<file path="src/owbm_pkg.sv">
// ----------------------------------------------------------------------------
// owbm_pkg
// Types and constants shared by the 1-Wire bus master timing engine.
// ----------------------------------------------------------------------------
`default_nettype none

package owbm_pkg;

  localparam int CFG_DATA_W = 10;
  localparam int CFG_IDX_W  = 3;

  // Request kinds on the input channel
  typedef enum logic [1:0] {
    KIND_TICK  = 2'd0,
    KIND_RESET = 2'd1,
    KIND_WRITE = 2'd2,
    KIND_READ  = 2'd3
  } kind_t;

  // Operation in progress
  typedef enum logic [1:0] {
    OP_IDLE  = 2'd0,
    OP_RESET = 2'd1,
    OP_WRITE = 2'd2,
    OP_READ  = 2'd3
  } op_t;

  // Phases of a slot. A bus reset uses PH_END to wait for the line to go high
  // and PH_TAIL for the final wait; byte slots end in PH_END.
  typedef enum logic [2:0] {
    PH_LOW  = 3'd0,
    PH_MID  = 3'd1,
    PH_END  = 3'd2,
    PH_TAIL = 3'd3
  } phase_t;

  // Configuration register indexes
  typedef enum logic [CFG_IDX_W-1:0] {
    REG_RESET_LOW   = 3'd0,
    REG_RESET_TAIL  = 3'd1,
    REG_WRITE_LOW   = 3'd2,
    REG_WRITE_HOLD  = 3'd3,
    REG_RECOVERY    = 3'd4,
    REG_READ_LOW    = 3'd5,
    REG_READ_SAMPLE = 3'd6,
    REG_READ_TAIL   = 3'd7
  } cfg_reg_t;

  localparam logic [CFG_DATA_W-1:0] RESET_LOW_DEFAULT   = 10'd480;
  localparam logic [CFG_DATA_W-1:0] RESET_TAIL_DEFAULT  = 10'd420;
  localparam logic [CFG_DATA_W-1:0] WRITE_LOW_DEFAULT   = 10'd1;
  localparam logic [CFG_DATA_W-1:0] WRITE_HOLD_DEFAULT  = 10'd59;
  localparam logic [CFG_DATA_W-1:0] RECOVERY_DEFAULT    = 10'd2;
  localparam logic [CFG_DATA_W-1:0] READ_LOW_DEFAULT    = 10'd2;
  localparam logic [CFG_DATA_W-1:0] READ_SAMPLE_DEFAULT = 10'd8;
  localparam logic [CFG_DATA_W-1:0] READ_TAIL_DEFAULT   = 10'd50;

  typedef struct packed {
    logic [CFG_DATA_W-1:0] reset_low;
    logic [CFG_DATA_W-1:0] reset_tail;
    logic [CFG_DATA_W-1:0] write_low;
    logic [CFG_DATA_W-1:0] write_hold;
    logic [CFG_DATA_W-1:0] recovery;
    logic [CFG_DATA_W-1:0] read_low;
    logic [CFG_DATA_W-1:0] read_sample;
    logic [CFG_DATA_W-1:0] read_tail;
  } timing_cfg_t;

  typedef struct packed {
    logic       drive_low;
    logic       drive_high;
    logic       busy_res;
    logic       done_res;
    logic [7:0] read_result;
  } owbm_result_t;

endpackage

`default_nettype wire

</file>
<file path="src/one_wire_bus_master.sv">
// ----------------------------------------------------------------------------
// one_wire_bus_master
// 1-Wire bus master timing engine with stream input and result channels.
// ----------------------------------------------------------------------------
// Each request on the input channel is a one-microsecond tick or a command
// (bus reset, write byte, read byte); every request yields exactly one
// result giving the bus drive levels for the next microsecond and the
// busy/done status. A command that arrives while one is in progress is
// ignored. The block takes one request per clock while results are accepted:
// a request passes an input register and the state machine into the result
// register, from which its result is offered, and requests keep flowing
// while the result side accepts one per clock. Slot timings are set through
// the configuration channel, which should be written only while idle.
`default_nettype none

module one_wire_bus_master
  import owbm_pkg::*;
#(
  parameter int RESET_SETTLE_TICKS = 10,
  parameter int COUNT_WIDTH        = 10
) (
  input  wire logic                  clk,
  input  wire logic                  rst_n,
  // Input channel
  input  wire logic                  in_tvalid,
  output logic                       in_tready,
  input  wire logic [15:0]           in_tdata,   // [7:0] data_byte, [8] bus_sample
  input  wire logic [1:0]            in_tuser,   // [1:0] kind
  // Result channel
  output logic                       out_tvalid,
  input  wire logic                  out_tready,
  output logic [15:0]                out_tdata,  // [0] drive_low, [1] drive_high,
                                                 // [2] busy_res, [3] done_res,
                                                 // [11:4] read_result
  // Configuration channel
  input  wire logic                  cfg_valid,
  output logic                       cfg_ready,
  input  wire logic [CFG_IDX_W-1:0]  cfg_index,
  input  wire logic [CFG_DATA_W-1:0] cfg_data
);

  logic         in_valid_r;
  kind_t        in_kind_r;
  logic [7:0]   in_data_r;
  logic         in_sample_r;
  logic         out_valid_r;
  owbm_result_t out_res_r;
  owbm_result_t step_res;
  timing_cfg_t  timing;
  logic         advance;

  assign cfg_ready = 1'b1;

  owbm_regs u_regs (
    .clk      (clk),
    .rst_n    (rst_n),
    .wr_en    (cfg_valid),
    .wr_index (cfg_reg_t'(cfg_index)),
    .wr_data  (cfg_data),
    .timing   (timing)
  );

  // The held request moves on whenever the result register is free or emptying.
  assign advance   = in_valid_r && (!out_valid_r || out_tready);
  assign in_tready = !in_valid_r || advance;

  always_ff @(posedge clk) begin
    if (!rst_n) begin
      in_valid_r <= 1'b0;
    end else if (in_tready) begin
      in_valid_r <= in_tvalid;
    end
  end

  always_ff @(posedge clk) begin
    if (in_tready && in_tvalid) begin
      in_kind_r   <= kind_t'(in_tuser);
      in_data_r   <= in_tdata[7:0];
      in_sample_r <= in_tdata[8];
    end
  end

  owbm_engine #(
    .RESET_SETTLE_TICKS (RESET_SETTLE_TICKS),
    .COUNT_WIDTH        (COUNT_WIDTH)
  ) u_engine (
    .clk        (clk),
    .rst_n      (rst_n),
    .step_en    (advance),
    .kind       (in_kind_r),
    .data_byte  (in_data_r),
    .bus_sample (in_sample_r),
    .timing     (timing),
    .res        (step_res)
  );

  always_ff @(posedge clk) begin
    if (!rst_n) begin
      out_valid_r <= 1'b0;
    end else if (advance) begin
      out_valid_r <= 1'b1;
    end else if (out_tready) begin
      out_valid_r <= 1'b0;
    end
  end

  always_ff @(posedge clk) begin
    if (advance) begin
      out_res_r <= step_res;
    end
  end

  assign out_tvalid = out_valid_r;
  assign out_tdata  = {4'b0000, out_res_r.read_result, out_res_r.done_res,
                       out_res_r.busy_res, out_res_r.drive_high, out_res_r.drive_low};

endmodule

`default_nettype wire

</file>
<file path="src/owbm_regs.sv">
// ----------------------------------------------------------------------------
// owbm_regs
// Slot timing registers, written through the configuration channel.
// ----------------------------------------------------------------------------
`default_nettype none

module owbm_regs
  import owbm_pkg::*;
(
  input  wire logic                  clk,
  input  wire logic                  rst_n,
  input  wire logic                  wr_en,
  input  wire cfg_reg_t              wr_index,
  input  wire logic [CFG_DATA_W-1:0] wr_data,
  output timing_cfg_t                timing
);

  timing_cfg_t timing_r;

  always_ff @(posedge clk) begin
    if (!rst_n) begin
      timing_r.reset_low   <= RESET_LOW_DEFAULT;
      timing_r.reset_tail  <= RESET_TAIL_DEFAULT;
      timing_r.write_low   <= WRITE_LOW_DEFAULT;
      timing_r.write_hold  <= WRITE_HOLD_DEFAULT;
      timing_r.recovery    <= RECOVERY_DEFAULT;
      timing_r.read_low    <= READ_LOW_DEFAULT;
      timing_r.read_sample <= READ_SAMPLE_DEFAULT;
      timing_r.read_tail   <= READ_TAIL_DEFAULT;
    end else if (wr_en) begin
      unique case (wr_index)
        REG_RESET_LOW:   timing_r.reset_low   <= wr_data;
        REG_RESET_TAIL:  timing_r.reset_tail  <= wr_data;
        REG_WRITE_LOW:   timing_r.write_low   <= wr_data;
        REG_WRITE_HOLD:  timing_r.write_hold  <= wr_data;
        REG_RECOVERY:    timing_r.recovery    <= wr_data;
        REG_READ_LOW:    timing_r.read_low    <= wr_data;
        REG_READ_SAMPLE: timing_r.read_sample <= wr_data;
        REG_READ_TAIL:   timing_r.read_tail   <= wr_data;
        default: ;
      endcase
    end
  end

  assign timing = timing_r;

endmodule

`default_nettype wire

</file>
<file path="src/owbm_engine.sv">
// ----------------------------------------------------------------------------
// owbm_engine
// Bus state machine: takes one tick or command per step and yields the status.
// ----------------------------------------------------------------------------
`default_nettype none

module owbm_engine
  import owbm_pkg::*;
#(
  parameter int RESET_SETTLE_TICKS = 10,
  parameter int COUNT_WIDTH        = 10
) (
  input  wire logic        clk,
  input  wire logic        rst_n,
  input  wire logic        step_en,
  input  wire kind_t       kind,
  input  wire logic [7:0]  data_byte,
  input  wire logic        bus_sample,
  input  wire timing_cfg_t timing,
  output owbm_result_t     res
);

  localparam logic [COUNT_WIDTH-1:0] SETTLE_LEN = COUNT_WIDTH'(RESET_SETTLE_TICKS);

  // Register values are taken modulo 2**COUNT_WIDTH.
  function automatic logic [COUNT_WIDTH-1:0] fit(input logic [CFG_DATA_W-1:0] v);
    logic [COUNT_WIDTH+CFG_DATA_W-1:0] ext;
    ext = {{COUNT_WIDTH{1'b0}}, v};
    return ext[COUNT_WIDTH-1:0];
  endfunction

  op_t                    op_r, op_nxt;
  phase_t                 phase_r, phase_nxt;
  logic [COUNT_WIDTH-1:0] cnt_r, cnt_nxt;
  logic [2:0]             bit_r, bit_nxt;
  logic [7:0]             shift_r, shift_nxt;
  logic [7:0]             last_read_r, last_read_nxt;

  logic [COUNT_WIDTH-1:0] len;
  logic [COUNT_WIDTH-1:0] cnt_inc;
  logic                   phase_end;
  logic                   done;

  always_comb begin
    len = COUNT_WIDTH'(1);
    unique case (op_r)
      OP_RESET: begin
        if (phase_r == PH_LOW)      len = fit(timing.reset_low);
        else if (phase_r == PH_MID) len = SETTLE_LEN;
        else                        len = fit(timing.reset_tail);
      end
      OP_WRITE: begin
        if (phase_r == PH_LOW)      len = fit(timing.write_low);
        else if (phase_r == PH_MID) len = fit(timing.write_hold);
        else                        len = fit(timing.recovery);
      end
      OP_READ: begin
        if (phase_r == PH_LOW)      len = fit(timing.read_low);
        else if (phase_r == PH_MID) len = fit(timing.read_sample);
        else                        len = fit(timing.read_tail);
      end
      default: len = COUNT_WIDTH'(1);
    endcase
  end

  assign cnt_inc   = cnt_r + COUNT_WIDTH'(1);
  // A zero length ends the phase on its first tick, as the count is then one.
  assign phase_end = !(cnt_inc < len);

  always_comb begin
    op_nxt        = op_r;
    phase_nxt     = phase_r;
    cnt_nxt       = cnt_r;
    bit_nxt       = bit_r;
    shift_nxt     = shift_r;
    last_read_nxt = last_read_r;
    done          = 1'b0;

    if (kind == KIND_TICK) begin
      if (op_r != OP_IDLE) begin
        if (op_r == OP_RESET && phase_r == PH_END) begin
          // Wait for the line to return high; no timeout.
          if (bus_sample) begin
            phase_nxt = PH_TAIL;
            cnt_nxt   = '0;
          end
        end else begin
          cnt_nxt = cnt_inc;
          if (phase_end) begin
            cnt_nxt = '0;
            if (op_r == OP_RESET) begin
              if (phase_r == PH_LOW) begin
                phase_nxt = PH_MID;
              end else if (phase_r == PH_MID) begin
                phase_nxt = PH_END;
              end else begin
                op_nxt    = OP_IDLE;
                phase_nxt = PH_LOW;
                done      = 1'b1;
              end
            end else begin
              if (op_r == OP_READ && phase_r == PH_MID && bus_sample) begin
                shift_nxt[bit_r] = 1'b1;
              end
              if (phase_r == PH_LOW) begin
                phase_nxt = PH_MID;
              end else if (phase_r == PH_MID) begin
                phase_nxt = PH_END;
              end else if (bit_r == 3'd7) begin
                if (op_r == OP_READ) last_read_nxt = shift_r;
                op_nxt    = OP_IDLE;
                phase_nxt = PH_LOW;
                bit_nxt   = '0;
                done      = 1'b1;
              end else begin
                bit_nxt   = bit_r + 3'd1;
                phase_nxt = PH_LOW;
              end
            end
          end
        end
      end
    end else if (op_r == OP_IDLE) begin
      phase_nxt = PH_LOW;
      cnt_nxt   = '0;
      bit_nxt   = '0;
      shift_nxt = '0;
      unique case (kind)
        KIND_RESET: op_nxt = OP_RESET;
        KIND_WRITE: begin
          op_nxt    = OP_WRITE;
          shift_nxt = data_byte;
        end
        KIND_READ:  op_nxt = OP_READ;
        default:    op_nxt = OP_IDLE;
      endcase
    end
  end

  always_ff @(posedge clk) begin
    if (!rst_n) begin
      op_r        <= OP_IDLE;
      phase_r     <= PH_LOW;
      cnt_r       <= '0;
      bit_r       <= '0;
      shift_r     <= '0;
      last_read_r <= '0;
    end else if (step_en) begin
      op_r        <= op_nxt;
      phase_r     <= phase_nxt;
      cnt_r       <= cnt_nxt;
      bit_r       <= bit_nxt;
      shift_r     <= shift_nxt;
      last_read_r <= last_read_nxt;
    end
  end

  // The status describes the state after this step.
  always_comb begin
    res.busy_res    = (op_nxt != OP_IDLE);
    res.done_res    = done;
    res.drive_low   = res.busy_res && (phase_nxt == PH_LOW);
    res.drive_high  = (op_nxt == OP_WRITE) && (phase_nxt == PH_MID) && shift_nxt[bit_nxt];
    res.read_result = last_read_nxt;
  end

endmodule

`default_nettype wire

</file>
<file path="config.mk">
export PLATFORM = sky130hd
export DESIGN_NAME = one_wire_bus_master
export DESIGN_NICKNAME = d
export VERILOG_FILES = /design/src/owbm_pkg.sv /design/src/one_wire_bus_master.sv /design/src/owbm_regs.sv /design/src/owbm_engine.sv
export SDC_FILE = /design/constraint.sdc
export NUM_CORES = 1
export LEC_CHECK = 0
export BUFFER_PORTS_ARGS = -buffer_cell sky130_fd_sc_hd__buf_2
export CORE_UTILIZATION = 48
export CTS_BUF_LIST = sky130_fd_sc_hd__clkbuf_8
export DETAILED_ROUTE_END_ITERATION = 12
export PLACE_DENSITY = 0.66
export SYNTH_ARGS = -nofsm -noshare
export SYNTH_HDL_FRONTEND = slang
export SYNTH_HIERARCHICAL = 1
export SYNTH_SLANG_ARGS = --single-unit
export TNS_END_PERCENT = 1
</file>
<file path="constraint.sdc">
create_clock -name clk -period 10.35 [get_ports clk]
set_input_delay 1.5525 -clock clk [delete_from_list [all_inputs] [get_ports clk]]
set_output_delay 1.5525 -clock clk [all_outputs]
set_load 0.1 [all_outputs]
</file>
* Word level (Yosys, flattened, before mapping)
Cells that the tools add are included.
** Storage, ports and cells
- Output and inout port bits :: 19
- Logic and storage cells :: 156
- Register bits after elaboration :: 139
- Input port bits :: 36
** Operators by class
- Add/subtract/negate cells :: 2
- Bitwise logic cells :: 3
- Equal/unequal tests :: 20
- Muxes and demuxes :: 71
- $lt $le $gt $ge :: 4
- Reduce and logical (&&, ||, !) cells :: 32
** Operator list (count)
- two-way mux 8 bit :: 17
- two-way mux 10 bit :: 12
- two-way mux 3 bit :: 16
- one-hot mux 10 bit (3 select lines) :: 1
- two-way mux 2 bit :: 12
- AND reduction 2 bit :: 8
- == test 3 bit, second input constant :: 5
- adder 10 x 1 -> 10 bit, second input constant :: 1
- == test 2 bit, second input constant :: 5
- less-than comparator 10 bit :: 1
- two-way mux 1 bit :: 10
- == test 3 x 1 -> 1 bit, second input constant :: 3
- == test 3 x 2 -> 1 bit, second input constant :: 3
- logical AND 1 bit :: 9
- zero test 3 bit :: 3
- less-than comparator 3 x 4 -> 1 bit, second input constant :: 2
- bitwise OR 8 bit :: 1
- nonzero test 2 bit :: 4
- one-hot mux 2 bit (3 select lines) :: 1
- == test 2 x 1 -> 1 bit, second input constant :: 2
- zero test 2 bit :: 2
- AND reduction 4 bit :: 1
- OR reduction 4 bit :: 1
- adder 3 x 1 -> 3 bit, second input constant :: 1
- 8 further kinds :: 11

* Logic depth before layout (Yosys ltp)
- Depth in word-level cells :: 14
- Mapped depth :: 18
- Depth with buffers taken out :: 15

* Hierarchy
Netlist, hierarchy kept.
** By module, submodules not included
- owbm_engine :: cells an instance 434, area an instance 3230.6 um^2, times used 1, seq. area each 680.7 um^2
- owbm_regs :: cells an instance 290, area an instance 3054.2 um^2, times used 1, seq. area each 1601.5 um^2
- one_wire_bus_master :: cells an instance 39, area an instance 839.6 um^2, times used 1, seq. area each 730.7 um^2

* Worst setup path after synthesis
Ideal clock, no wire load.
- Kind :: register to register
- Start :: reg u_engine.phase_r[0]
- End :: reg out_res_r, in the netlist out_tdata[1] (data pin)
- Clock period less this slack :: 4082 ps
- Required time :: 10089 ps
- Path buffers :: 3
- Stages on the path, launching flop included :: 16
- Setup time :: 261 ps
- Slack :: 6268 ps
- Arrival time :: 3821 ps
- Cell sequence :: dfxtp_1 buf_2 buf_1 buf_1 mux2i_1 o21ai_0 a22oi_1 ha_1 a211oi_1 o21ai_0 a211oi_2 a21oi_2 mux2i_4 mux2_2 o22ai_1 a211oi_2
** RTL lines
- start, declared :: line owbm_engine.sv:33 : phase_t phase_r, phase_nxt;
- start signal, assigned :: line owbm_engine.sv:150 : phase_r <= phase_nxt;
- end signal, assigned :: line one_wire_bus_master.sv:109 : out_res_r <= step_res;
- end, declared :: line one_wire_bus_master.sv:47 : owbm_result_t out_res_r;

==> run metrics <==
RSZ-0062 raised after global routing=false; R2R setup slack=between 5 and 6 ns; Post-synth EDFFs=23; Hold Violations, Final=0; Pwr Density=between 100 and 150 nW/um^2; fmax=0.215 GHz; port buffer count=42; hold depth=2; WHS Endpoint=u_regs/timing[53]; initial core utilization=49.0%; CP Capture Type=register; Root Driver=clkbuf_8; clock-pin slew on the worst setup and hold paths=0.08 ns; Placer Congestion=0.877; RR Startpoint=u_engine/phase_r[2]; Layout Skew=between 0.01 and 0.015 ns; Syn Area/Cell=9.34 sq um; register bit total from synthesis=around 140; Area Growth Syn to Fin=9.04%; first-pass GRT wire length=between 20000 and 30000 microns; Ports=55; # DRC=0; std cell rows=44; Overflow after GRT=0; number of clock sinks=approximately 140; wire length per cell=around 17 microns; top_reg_cell synth=dfxtp_1; Max Slew Vio Count=0; CTS resizes=0; synthesized area=~7000 sq um; Clock Path Buffers=2; post-DR vias/cell=between 5 and 6; peak supply drop=around 0.11 mV; cts bufs inserted=17; Antenna Nets Post-Route=0; final setup vio count=0; status=finished, final reports clean; reg2reg end=out_tdata[1]; initial antenna violation count=0; hold crit path type=reg2reg; Worst Path Class, Setup=reg2reg; 1st-iter DRT viols=~310; vias in the first global route=roughly 5000; CP Data Required Time=between 10 and 15 ns; Least-Margin Pin Slew=around 1.2 ns; H-Tree Depth=4; Die W=about 120 microns; clock latency on the worst-skew pair=0.45 ns; Finished Layout Cells=~970; library cells used by synthesis=roughly 70; crit-path max FO=50; Detailed Route WL=roughly 17000 microns; Die H=around 120 microns; total negative setup slack=0 ns; worst hold slack=~0.46 ns; synth warn=6; fin crit period=roughly 4.6 ns; final core utilization=a little over half; crit start category=register; via count=approximately 5500; Leak=3.21 nW; max_slew headroom=about 17%; DRT Pass-1 Iters=5; Max Cap Viol=0; Post-Syn Instances=763; Tcrit/Tclk final=44.9%; worst hold start=u_regs/timing[53]; commonest cells after routing, fill and taps aside=119 x mux2i_1, 115 x dfxtp_1, 115 x nand2_1, 52 x nor2_1, 42 x buf_2; commonest non-fill, non-tap cell in the layout=mux2i_1; async set-reset flop share out of synthesis=0%; post-synthesis sequential area ratio=a little over two fifths; placed cell count=942; final net count=around 830; GRT Total Usage=approximately 23%; layout cells sized above 1=about 14%; CP arrival=a little under 5 ns; Placeable Area=roughly 15000 sq um; largest net degree at the start of global routing=113; reg2reg path depth=16; CTS tree=built; # Post-CTS Setup Buffers=0; hpwl dp=between 10000 and 15000 microns; Inserted Diodes=0; DIE AREA=between 15000 and 20000 sq um; cts hold-fix bufs=0
power breakdown:
part           internal (mW)  total (mW)  leakage, nW  switching, mW
clock network          0.238       0.447        0.206          0.209
registers              0.563       0.572         1.16        0.00852
logic                 0.0440       0.143         1.84         0.0991
registers in the layout, summed over array words and instances, names as in the netlist, 2 cells and up:
name	count
out_tdata	12
u_engine/last_read_r	8
u_engine/shift_r	8
u_engine/phase_r	3
u_regs/timing	80
u_engine/op_r	2
in_data_r	8
u_engine/bit_r	3
in_kind_r	2
u_engine/cnt_r	10
cells by family (layout without fill, tap and decap cells):
logic type,Yosys count,after routing,synth area share (%)
AND/OR/NAND/NOR,273,273,19.2
AO/OA/AOI/OAI,133,133,12.2
adder cells (fa/ha/maj),12,12,2.11
flip-flops,139,139,42.3
XOR/XNOR,8,8,0.983
multiplexers,130,130,18.7
other,2,5,0.105
buffers and inverters,66,90,4.46
cell type report:
class / count / area [sq um]
tap: 184 / 230
inverter: 8 / 30.0
clock inverter: 11 / 116
clock buffer: 21 / 289
timing repair buffer: 50 / 270
sequential: 139 / 3010
fill: 1351 / 6770
multi-input combinational: 561 / 3820
metal layers:
layer	GRT usage, %	vias up	part of all wire, %
met2	39.9	134	50
met1	27.8	2623	44
li1	-	2702	-
met3	4.95	17	4.5
met4	7.68	0	1.3
met5	0	-	0
worst max-delay path, cell delays in order (launching register included):
cell	delay [ns]
dfxtp_1	0.47
or2_1	0.26
buf_4	0.49
or3_1	0.17
o21ai_0	0.08
o21ai_0	0.24
a22oi_1	0.18
ha_1	0.35
nand3_1	0.10
nor3_1	0.39
inv_1	0.14
a21o_1	0.19
a21oi_2	0.30
mux2i_4	0.40
mux2_2	0.38
o22ai_1	0.19
a211oi_2	0.07
through the flow:
step	cell area [sq um]	total power [mW]	setup WS, ns
after floorplan	7140	0.694	6.27
after global placement	7360	0.723	5.82
after detailed placement	7360	0.727	5.79
after CTS	7770	1.17	5.72
after global routing	7770	1.21	5.40
final	7770	1.16	5.70
worst max path at each step:
stage                        startpoint            to  slack [ns]
global route        u_engine/phase_r[2]  out_tdata[1]        5.40
global placement    u_engine/phase_r[2]  out_tdata[1]        5.82
finish              u_engine/phase_r[2]  out_tdata[1]        5.70
CTS                 u_engine/phase_r[2]  out_tdata[1]        5.72
floorplan           u_engine/phase_r[0]  out_tdata[1]        6.27
detailed placement  u_engine/phase_r[2]  out_tdata[1]        5.79
cell usage after synthesis, drive strengths merged, types with 4 or more instances:
cell type	n	share of area, %
mux2i	120	17
dfxtp	116	33
nand2	115	6.1
nor2	53	2.8
a21oi	42	3.0
nor2b	40	3.6
o21ai	32	2.2
buf	30	2.6
clkbuf	28	1.5
edfxtp	23	9.7
a22oi	20	2.1
a211oi	14	1.7
nand3	13	0.91
ha	12	2.1
mux2	10	1.6
nor3b	9	0.95
inv	8	0.42
nor3	8	0.72
and2	4	0.39
and3	4	0.35
nand4b	4	0.58
o211ai	4	0.42
xnor2	4	0.49
xor2	4	0.49
Power figures use the tool's default switching activity.
